## src/lmsap_pkg.sv

```systemverilog
// Package for the LMS adaptive predictor: beat types, codes and the control program.
package lmsap_pkg;

  localparam int ORDER_DEF = 8;
  localparam logic [15:0] STEP_RESET = 16'd3277;

  localparam logic OP_SAMPLE = 1'b0;
  localparam logic OP_READ   = 1'b1;

  typedef struct packed {
    logic              operation;
    logic signed [15:0] sample;
    logic        [5:0]  coef_index;
  } in_t;

  typedef struct packed {
    logic signed [15:0] error;
    logic signed [15:0] prediction;
    logic signed [31:0] coef_value;
  } out_t;

  typedef enum logic [2:0] {
    DP_IDLE,
    DP_PRED,
    DP_FINISH,
    DP_MUERR,
    DP_UPD,
    DP_SHIFT,
    DP_READ,
    DP_EMIT
  } dp_op_t;

  typedef enum logic [2:0] {
    FL_NEXT,
    FL_JUMP,
    FL_LOOP,
    FL_DISPATCH,
    FL_EMIT
  } flow_t;

  localparam int PC_W = 3;
  typedef logic [PC_W-1:0] pc_t;

  localparam pc_t PC_IDLE   = 3'd0;
  localparam pc_t PC_PRED   = 3'd1;
  localparam pc_t PC_FINISH = 3'd2;
  localparam pc_t PC_MUERR  = 3'd3;
  localparam pc_t PC_UPD    = 3'd4;
  localparam pc_t PC_SHIFT  = 3'd5;
  localparam pc_t PC_READ   = 3'd6;
  localparam pc_t PC_EMIT   = 3'd7;

  typedef struct packed {
    dp_op_t op;
    flow_t  flow;
    pc_t    target;
  } uword_t;

  function automatic uword_t ucode_rom(pc_t pc);
    uword_t w;
    case (pc)
      PC_IDLE:   w = '{op: DP_IDLE,   flow: FL_DISPATCH, target: PC_READ};
      PC_PRED:   w = '{op: DP_PRED,   flow: FL_LOOP,     target: PC_FINISH};
      PC_FINISH: w = '{op: DP_FINISH, flow: FL_NEXT,     target: PC_IDLE};
      PC_MUERR:  w = '{op: DP_MUERR,  flow: FL_NEXT,     target: PC_IDLE};
      PC_UPD:    w = '{op: DP_UPD,    flow: FL_LOOP,     target: PC_SHIFT};
      PC_SHIFT:  w = '{op: DP_SHIFT,  flow: FL_JUMP,     target: PC_EMIT};
      PC_READ:   w = '{op: DP_READ,   flow: FL_LOOP,     target: PC_EMIT};
      PC_EMIT:   w = '{op: DP_EMIT,   flow: FL_EMIT,     target: PC_IDLE};
      default:   w = '{op: DP_IDLE,   flow: FL_JUMP,     target: PC_IDLE};
    endcase
    return w;
  endfunction

endpackage

```

## src/lms_adaptive_predictor_core.sv

```systemverilog
// LMS adaptive linear predictor core: microcoded sequencer; predict and update share one multiplier.
//
//   channel  direction  handshake           payload
//   in       input      in_valid/in_ready   in_data  (operation, sample, coef_index)
//   out      output     out_valid/out_ready out_data (error, prediction, coef_value)
//   cfg      input      cfg_we              cfg_data (step_size)
//
// Sample beat: predict pass over the taps on the shared multiplier, finish, step-times-error,
// update pass over the taps on the shared multiplier, delay-line shift, emit. Read beat: scan, emit.
// Next beat is accepted the cycle after the result is loaded into the output register.
// Synchronous reset clears coefficients, delay line and step size to its reset value.
// A stalled output holds the sequencer in its emit step; input is taken only when idle.
module lms_adaptive_predictor_core #(
  parameter int ORDER = lmsap_pkg::ORDER_DEF
) (
  input  logic             clk,
  input  logic             rst,
  input  logic             in_valid,
  output logic             in_ready,
  input  lmsap_pkg::in_t   in_data,
  output logic             out_valid,
  input  logic             out_ready,
  output lmsap_pkg::out_t  out_data,
  input  logic             cfg_we,
  input  logic [15:0]      cfg_data
);
  import lmsap_pkg::*;

  localparam int CNT_W  = $clog2(ORDER + 1);
  localparam int PROD_W = 49;
  localparam int ACC_W  = 48 + $clog2(ORDER + 1);

  logic [15:0]              step_size;
  logic signed [31:0]       coefs [ORDER];
  logic signed [15:0]       samps [ORDER];
  pc_t                      pc, pc_next;
  logic [CNT_W-1:0]         cnt, cnt_next;
  uword_t                   uw;
  logic                     at_end, head, tail, accept, emit_ok, idx_hit;

  logic                     op_r;
  logic signed [15:0]       x_r;
  logic [5:0]               idx_r;
  logic signed [PROD_W-1:0] prod;
  logic signed [ACC_W-1:0]  acc;
  logic signed [15:0]       pred_r, err_r;
  logic signed [32:0]       mu_err;
  logic signed [31:0]       coef_r;

  logic signed [32:0]       mul_a;
  logic signed [PROD_W-1:0] mul_p;
  logic signed [ACC_W-1:0]  pred_sh;
  logic signed [15:0]       pred_sat, err_sat;
  logic signed [16:0]       err_full;
  logic signed [PROD_W-1:0] prod_rnd;
  logic signed [33:0]       csum;
  logic signed [31:0]       coef_upd;

  // sequencer
  always_comb begin
    uw       = ucode_rom(pc);
    at_end   = (cnt == CNT_W'(ORDER));
    head     = !at_end;
    tail     = (cnt != '0);
    in_ready = (uw.flow == FL_DISPATCH) && !rst;
    accept   = in_valid && in_ready;
    emit_ok  = !out_valid || out_ready;
    idx_hit  = (32'(cnt) == 32'(idx_r));
    pc_next  = pc;
    cnt_next = cnt;
    case (uw.flow)
      FL_NEXT: pc_next = pc + 1'b1;
      FL_JUMP: pc_next = uw.target;
      FL_LOOP: begin
        if (at_end) begin
          cnt_next = '0;
          pc_next  = uw.target;
        end else begin
          cnt_next = cnt + 1'b1;
        end
      end
      FL_DISPATCH: begin
        cnt_next = '0;
        if (accept) begin
          pc_next = (in_data.operation == OP_READ) ? uw.target : pc + 1'b1;
        end
      end
      FL_EMIT: if (emit_ok) pc_next = uw.target;
      default: pc_next = PC_IDLE;
    endcase
  end

  // datapath arithmetic
  always_comb begin
    mul_a = (uw.op == DP_UPD) ? mu_err : 33'(coefs[0]);
    mul_p = mul_a * samps[0];

    pred_sh = (acc + ACC_W'(1 << 23)) >>> 24;
    if (pred_sh > ACC_W'(32767)) begin
      pred_sat = 16'sh7fff;
    end else if (pred_sh < ACC_W'(-32768)) begin
      pred_sat = -16'sh8000;
    end else begin
      pred_sat = pred_sh[15:0];
    end

    err_full = 17'(x_r) - 17'(pred_sat);
    if (err_full > 17'sd32767) begin
      err_sat = 16'sh7fff;
    end else if (err_full < -17'sd32768) begin
      err_sat = -16'sh8000;
    end else begin
      err_sat = err_full[15:0];
    end

    prod_rnd = (prod + PROD_W'(1 << 21)) >>> 22;
    csum     = 34'(coefs[0]) + 34'(prod_rnd);
    if (csum > 34'sd2147483647) begin
      coef_upd = 32'sh7fffffff;
    end else if (csum < -34'sd2147483648) begin
      coef_upd = -32'sh80000000;
    end else begin
      coef_upd = csum[31:0];
    end
  end

  // control and state
  always_ff @(posedge clk) begin
    if (rst) begin
      pc        <= PC_IDLE;
      cnt       <= '0;
      step_size <= STEP_RESET;
      out_valid <= 1'b0;
      for (int i = 0; i < ORDER; i++) begin
        coefs[i] <= '0;
        samps[i] <= '0;
      end
    end else begin
      pc  <= pc_next;
      cnt <= cnt_next;
      if (cfg_we) step_size <= cfg_data;
      if (uw.op == DP_EMIT && emit_ok) begin
        out_valid <= 1'b1;
      end else if (out_valid && out_ready) begin
        out_valid <= 1'b0;
      end
      case (uw.op)
        DP_PRED: begin
          if (head) begin
            for (int i = 0; i < ORDER - 1; i++) begin
              coefs[i] <= coefs[i+1];
              samps[i] <= samps[i+1];
            end
            coefs[ORDER-1] <= coefs[0];
            samps[ORDER-1] <= samps[0];
          end
        end
        DP_UPD: begin
          if (head) begin
            for (int i = 0; i < ORDER - 1; i++) samps[i] <= samps[i+1];
            samps[ORDER-1] <= samps[0];
          end
          if (tail) begin
            for (int i = 0; i < ORDER - 1; i++) coefs[i] <= coefs[i+1];
            coefs[ORDER-1] <= coef_upd;
          end
        end
        DP_SHIFT: begin
          for (int i = ORDER - 1; i > 0; i--) samps[i] <= samps[i-1];
          samps[0] <= x_r;
        end
        DP_READ: begin
          if (head) begin
            for (int i = 0; i < ORDER - 1; i++) coefs[i] <= coefs[i+1];
            coefs[ORDER-1] <= coefs[0];
          end
        end
        default: ;
      endcase
    end
  end

  // payload
  always_ff @(posedge clk) begin
    case (uw.op)
      DP_IDLE: begin
        if (accept) begin
          op_r   <= in_data.operation;
          x_r    <= in_data.sample;
          idx_r  <= in_data.coef_index;
          acc    <= '0;
          prod   <= '0;
          coef_r <= '0;
        end
      end
      DP_PRED: begin
        if (head) prod <= mul_p;
        if (tail) acc <= acc + ACC_W'(prod);
      end
      DP_FINISH: begin
        pred_r <= pred_sat;
        err_r  <= err_sat;
      end
      DP_MUERR: mu_err <= $signed({1'b0, step_size}) * err_r;
      DP_UPD: if (head) prod <= mul_p;
      DP_READ: if (head && idx_hit) coef_r <= coefs[0];
      DP_EMIT: begin
        if (emit_ok) begin
          out_data.error      <= (op_r == OP_READ) ? 16'sd0 : err_r;
          out_data.prediction <= (op_r == OP_READ) ? 16'sd0 : pred_r;
          out_data.coef_value <= (op_r == OP_READ) ? coef_r : 32'sd0;
        end
      end
      default: ;
    endcase
  end

endmodule
```

## config.mk

```make
export PLATFORM = sky130hd
export DESIGN_NAME = lms_adaptive_predictor_core
export DESIGN_NICKNAME = d
export VERILOG_FILES = /design/src/lmsap_pkg.sv /design/src/lms_adaptive_predictor_core.sv
export SDC_FILE = /design/constraint.sdc
export NUM_CORES = 2
export LEC_CHECK = 0
export BUFFER_PORTS_ARGS = -buffer_cell sky130_fd_sc_hd__buf_2
export CAP_MARGIN = 10
export CORE_UTILIZATION = 25
export DETAILED_ROUTE_END_ITERATION = 16
export GPL_TIMING_DRIVEN = 0
export PLACE_DENSITY = 0.37
export SLEW_MARGIN = 20
export SYNTH_ARGS = -nofsm -noshare
export SYNTH_HDL_FRONTEND = slang
export SYNTH_SLANG_ARGS = --single-unit
```

## constraint.sdc

```tcl
create_clock -name clk -period 11.3 [get_ports clk]
set_input_delay 0.565 -clock clk [delete_from_list [all_inputs] [get_ports clk]]
set_output_delay 0.565 -clock clk [all_outputs]
set_load 0.02 [all_outputs]
```

# After elaboration in Yosys (flattened, before gate mapping)
# Memory sizes are Yosys's and may differ from the RTL's. A register that Yosys moved wholly into a read port is not among the register bits.
# Cells that the tools add are included.
[op_classes]
addsub = 7
n_lt_le_gt_ge = 6
n_mul = 2
bitwise_logic = 48
mux = 93
eq_ne = 20
n_reduce_logical = 24
[op_table]
columns = ["cell", "n"]
rows = [
  ["$mux W32", 28],
  ["$mux W16", 27],
  ["$mux W52", 2],
  ["$pmux W52 S2", 1],
  ["$mux W49", 2],
  ["$pmux W49 S2", 1],
  ["$pmux W32 S2", 1],
  ["$add A52 B25 Y52 const B", 1],
  ["$add A52 B49 Y52", 1],
  ["$add A49 B23 Y49 const B", 1],
  ["$mul A33 B16 Y49", 1],
  ["$or A1 B1 Y1", 48],
  ["$add A32 B27 Y33", 1],
  ["$gt A33 B32 Y1 const B", 1],
  ["$lt A33 B32 Y1 const B", 1],
  ["$mul A17 B16 Y33", 1],
  ["$mux W33", 1],
  ["$gt A28 B16 Y1 const B", 1],
  ["$lt A28 B16 Y1 const B", 1],
  ["$mux W1", 21],
  ["$mux W3", 6],
  ["$gt A17 B16 Y1 const B", 1],
  ["$lt A17 B16 Y1 const B", 1],
  ["$sub A16 B16 Y17", 1],
  ["20 further kinds", 49],
]
[word_totals]
n_memories = 3
out_inout_bits = 66
mem_bits_rw = 384
reg_bits = 309
word_cells = 219
inputBits = 44
romBits = 72
[mem_list]
columns = ["memory", "words", "word_bits", "read_ports", "rd_ports_with_merged_regs", "wr", "line", "source"]
rows = [
  ["coefs", 8, 32, 8, 0, 8, "lms_adaptive_predictor_core.sv:34", "logic signed [31:0] coefs [ORDER];"],
  ["samps", 8, 16, 8, 0, 8, "lms_adaptive_predictor_core.sv:35", "logic signed [15:0] samps [ORDER];"],
  ["(no name shown)", 8, 9, 1, 1, 0, "lmsap_pkg.sv:61", "case (pc)"],
]

# Depth between registers and ports, before layout
[depth]
word_depth = 8
ltp_mapped = 35

# Worst setup path after synthesis
# Ideal clock, no wire load.
[synth_path]
path_type = "flip-flop to flip-flop"
startpoint = "register, netlist name uw[8]"
endpoint = "register prod[45] (data pin)"
path_stages_with_launch = 34
required_ns = 11.033
arrival_time_ns = 7.778
slack_ns = 3.256
synth_period_minus_slack_ns = 8.044
setup_ns = 0.267
cell_sequence = "dfxtp_1 clkbuf_1 and2_1 clkbuf_1 clkbuf_1 nand2_1 nand2_1 clkbuf_1 nand2_1 fa_1 inv_1 fa_1 inv_1 fa_1 inv_1 fa_1 fa_1 inv_1 fa_1 inv_1 ha_1 a21o_1 a21oi_1 a21boi_0 nor2_1 o21ai_0 a21oi_1 o211ai_1 a31oi_1 o21ai_0 a2111oi_0 nor4b_1 nor3_1 nor3_1"
[synth_between]
elab_chain_cells = 5
word_cells_on_any_way = 8
cone_classes = "1 x mul; 2 x eq/ne; 3 x mux; 2 x reduce/logical"
[synth_lines]
columns = ["item", "line", "source"]
rows = [
  ["$eq A3 B3 Y1", "lms_adaptive_predictor_core.sv:95, lms_adaptive_predictor_core.sv:185", ""],
  ["$mux W33", "lms_adaptive_predictor_core.sv:95", "mul_a = (uw.op == DP_UPD) ? mu_err : 33'(coefs[0]);"],
  ["$mul A33 B16 Y49", "lms_adaptive_predictor_core.sv:96", "mul_p = mul_a * samps[0];"],
  ["$mux W49", "lms_adaptive_predictor_core.sv:197, lms_adaptive_predictor_core.sv:205", ""],
  ["$pmux W49 S2 *", "lms_adaptive_predictor_core.sv:185", "case (uw.op)"],
  ["to (signal assigned)", "lms_adaptive_predictor_core.sv:197", "if (head) prod <= mul_p;"],
  ["to (signal assigned)", "lms_adaptive_predictor_core.sv:205", "DP_UPD: if (head) prod <= mul_p;"],
  ["to (decl)", "lms_adaptive_predictor_core.sv:44", "logic signed [PROD_W-1:0] prod;"],
]
# Every way passes the cells marked *; elsewhere a longest branch is shown, timed or not. The select of a mux whose other input is x is not followed.
# A chain may end at the register's enable or synchronous reset.

# Worst setup path after layout
[layout_path]
startpoint = "register, netlist name uw[8]"
endpoint = "register prod[37] (data pin)"
[layout_between]
elab_chain_cells = 5
word_cells_on_any_way = 8
cone_classes = "1 x mul; 2 x eq/ne; 3 x mux; 2 x reduce/logical"
[layout_lines]
columns = ["item", "line"]
rows = [
  ["$eq A3 B3 Y1", "lms_adaptive_predictor_core.sv:95, lms_adaptive_predictor_core.sv:185"],
  ["$mux W33", "lms_adaptive_predictor_core.sv:95"],
  ["$mul A33 B16 Y49", "lms_adaptive_predictor_core.sv:96"],
  ["$mux W49", "lms_adaptive_predictor_core.sv:197, lms_adaptive_predictor_core.sv:205"],
  ["$pmux W49 S2 *", "lms_adaptive_predictor_core.sv:185"],
]
# Marks and branches as above.

==> results.yml <==
outcome:
  run_status: "finished, final reports clean"
grt:
  grt_antenna_before_repair: 24
  global_route_wire_length_before_repair_mm: 289
  vias_in_the_first_global_route: 42535
  globalRouteOverflowTotal: 0
  tot_gr_track_use: 0.163
  grt_max_degree: 56
yosys:
  mappedNetlistNets: 6703
  synthesis.instances: 5621
  post-synth-top-area-fraction: 0.337
  synthesis.yosys.warnings: 0
  mappedNetlistArea_um2: 59500
  fraction_of_registers_with_async_set_or_reset_after_synthesis: 0
  seq_area_frac_synth: 0.348
  number_of_flops_mapped_to_enable_cells_by_yosys: 669
  count_of_state_elements_after_synthesis: 702
  synth.most_common_cell: "sky130_fd_sc_hd__inv_1"
  avgSynthCellArea_um2: 10.6
  yosys-top-cells-count: "895 x sky130_fd_sc_hd__inv_1, 697 x sky130_fd_sc_hd__fa_1, 669 x sky130_fd_sc_hd__edfxtp_1"
  synthFlopType: "sky130_fd_sc_hd__edfxtp_1"
  yosys-top-cells-area: "sky130_fd_sc_hd__edfxtp_1 34%, sky130_fd_sc_hd__fa_1 23%, sky130_fd_sc_hd__ha_1 7.2%, sky130_fd_sc_hd__inv_1 5.6%, sky130_fd_sc_hd__nand2_1 4.0%"
  synth.largest_area_cell: "sky130_fd_sc_hd__edfxtp_1"
  post_synth_num_cell_types: 98
placement:
  dpl_hpwl_mm: 156
  dp_worst_setup_slack_ns: 0.343
  dp.cells: 8906
  port_buffers: 108
  place.gp.congestion: 0.850
layout:
  postLayoutCoreUtil: 0.287
  number_of_nets_at_the_end_of_the_flow: 6953
  regArea_um2: 20700
  final_layout_size_suffix_gt1_frac: 0.0601
  post_layout_nonfiller_instances: 9101
  area_delta_synth_final_pct: 13.9
  multi_input_area_um2: 34600
  n_fill_cell: 24875
worst_setup_path:
  timing.critical_path.max_delay_family: "adder cells"
  cpMostUsedCell: "sky130_fd_sc_hd__fa_1"
  critical-path-max-stage-delay_ns: 0.90
  critPathArrivalTime_ns: 11.27
  timing.critical_path.to_type: "flop"
  critPathBufInv: 8
  cp_data_required_time_ns: 11.71
  worst-setup-path-type: "reg -> reg"
  slowest_stage: "sky130_fd_sc_hd__o21ai_0"
  timing.critical_path.fanout_max: 10
  critical_path.startpoint_type: "flop"
clock_network:
  post_cts_setup_driven_buffer_insertion_count: 0
  tritoncts: "built"
  number_of_clock_sinks: 702
  clock_insertion_delay_worst_skew_ns: 0.72
  cts.root.buffer_cell: "sky130_fd_sc_hd__clkbuf_16"
  numCtsBuffers: 86
  clkSlewWorstSetupHoldPaths_ns: 0.07
  cts_max_path_buffers: 3
  htree_levels: 3
floorplanning:
  initial_core_utilization: 0.252
  floorplan.die.width_um: 490
  dieArea_um2: 240000
  io_pins: 110
  placement_rows: 178
  core_area_um2: 236000
  die_height_um: 490
route:
  route.antenna.remaining_nets: 0
  initialDrtViolationCount: 2382
  routedWlPerCell_um: 21.3
  detail_route.wirelength_mm: 194
  detailroute.via_count: 40341
  drt-pass1-iter-count: 5
  drt_drc_violations_left: 0
  avgViaCountPerCell: 4.43
timing:
  worst_pin_slew_ns: 1.16
  timing.final.max_slew_violations: 0
  setup_repair_after_global_routing_missed_its_margin: "false"
  timing.fmax_mhz: 92.1
  clock-skew-final_ns: 0.0603
  timing.final.crit_share: 0.961
  setup_slack_ns: 0.438
  min_period_ns: 10.86
  maxSlewHeadroom: 0.224
  timing_hold_violations_final: 0
  setup_viol: 0
job:
  max-cap-violations: 0
hold_path:
  hold_class: "in -> reg"
## cell type report
type	instances	area share
Antenna cell	11	0.000406
Buffer	255	0.0145
Clock buffer	101	0.0332
Clock inverter	56	0.00899
Inverter	897	0.0497
Multi-Input combinational cell	3767	0.511
Sequential cell	702	0.306
Tap cell	3150	0.0581
Timing Repair Buffer	162	0.0185
## through the flow
step           setup TNS (ns)  instance area (um2)  hold slack (ns)
2_1_floorplan               0                59500            0.497
3_3_place_gp            -4.71                64000            0.511
3_5_place_dp                0                64600            0.514
4_1_cts                     0                67800          0.00647
5_1_grt                     0                67800           0.0421
6_report                    0                67800           0.0946
## placed cells by master, fill, tap and decap left out, types with 113 or more instances in the layout
cell                       instances
sky130_fd_sc_hd__xnor2_1         133
sky130_fd_sc_hd__nor2_1          229
sky130_fd_sc_hd__clkbuf_1        237
sky130_fd_sc_hd__edfxtp_1        669
sky130_fd_sc_hd__a21oi_1         146
sky130_fd_sc_hd__nand2_1         637
sky130_fd_sc_hd__fa_1            697
sky130_fd_sc_hd__inv_1           895
sky130_fd_sc_hd__a22o_1          129
sky130_fd_sc_hd__buf_2           113
sky130_fd_sc_hd__ha_1            341
sky130_fd_sc_hd__and2_1          362
sky130_fd_sc_hd__nor2b_1         292
## worst register-to-register path: cells and delay by family, from the launching register on
family,cells,cell delay [ns]
adder cells (fa/ha/maj),7,3.64
AND/OR/NAND/NOR,8,1.72
AO/OA/AOI/OAI,8,2.67
flip-flops,1,0.31
buffers and inverters,8,2.18
## registers in the layout, summed over array words and instances (netlist names)
name / flops
x_r: 16
pred_r: 16
out_data: 64
idx_r: 6
acc: 52
cnt: 4
coefs: 256
mu_err: 33
step_size: 16
op_r: 1
err_r: 16
prod: 49
uw: 9
coef_r: 32
samps: 128
out_valid: 1
pc: 3
## routing by layer
layer	vias up	wire length, um	share of wire	global-route usage
met4	0	3290	0.017	0.0332
li1	18812	-	-	-
met5	-	0	0	0
met1	20602	91500	0.47	0.228
met2	797	91000	0.47	0.267
met3	130	8450	0.044	0.0222
## final timing paths
path	end	cells past startpoint	from	slack [ns]
worst max-delay path	prod[37]	31	uw[8]	0.44
worst min-delay path	step_size[0]	3	cfg_data[0]	0.09
worst max register to register	prod[37]	31	uw[8]	0.44
worst min register to register	out_data[14]	1	coef_r[14]	0.52
## what timing repair did
item,in CTS,in global routing
gates resized for setup,0,8
hold buffers,27,0
endpoints found under the setup margin,0,3
hold endpoints to repair,27,0
## cell families after synthesis
kind of cell	synth area share
buffers and inverters	0.0729
adders and majority gates	0.307
xor gates and xnor gates	0.0300
AOI/OAI and AO/OA	0.0832
and+or+nand+nor	0.154
DFF	0.348
muxes	0.00485
Power is left out: the tool's default activity adds up to more than one toggle a clock period on the data nets, which glitch-free logic cannot reach.
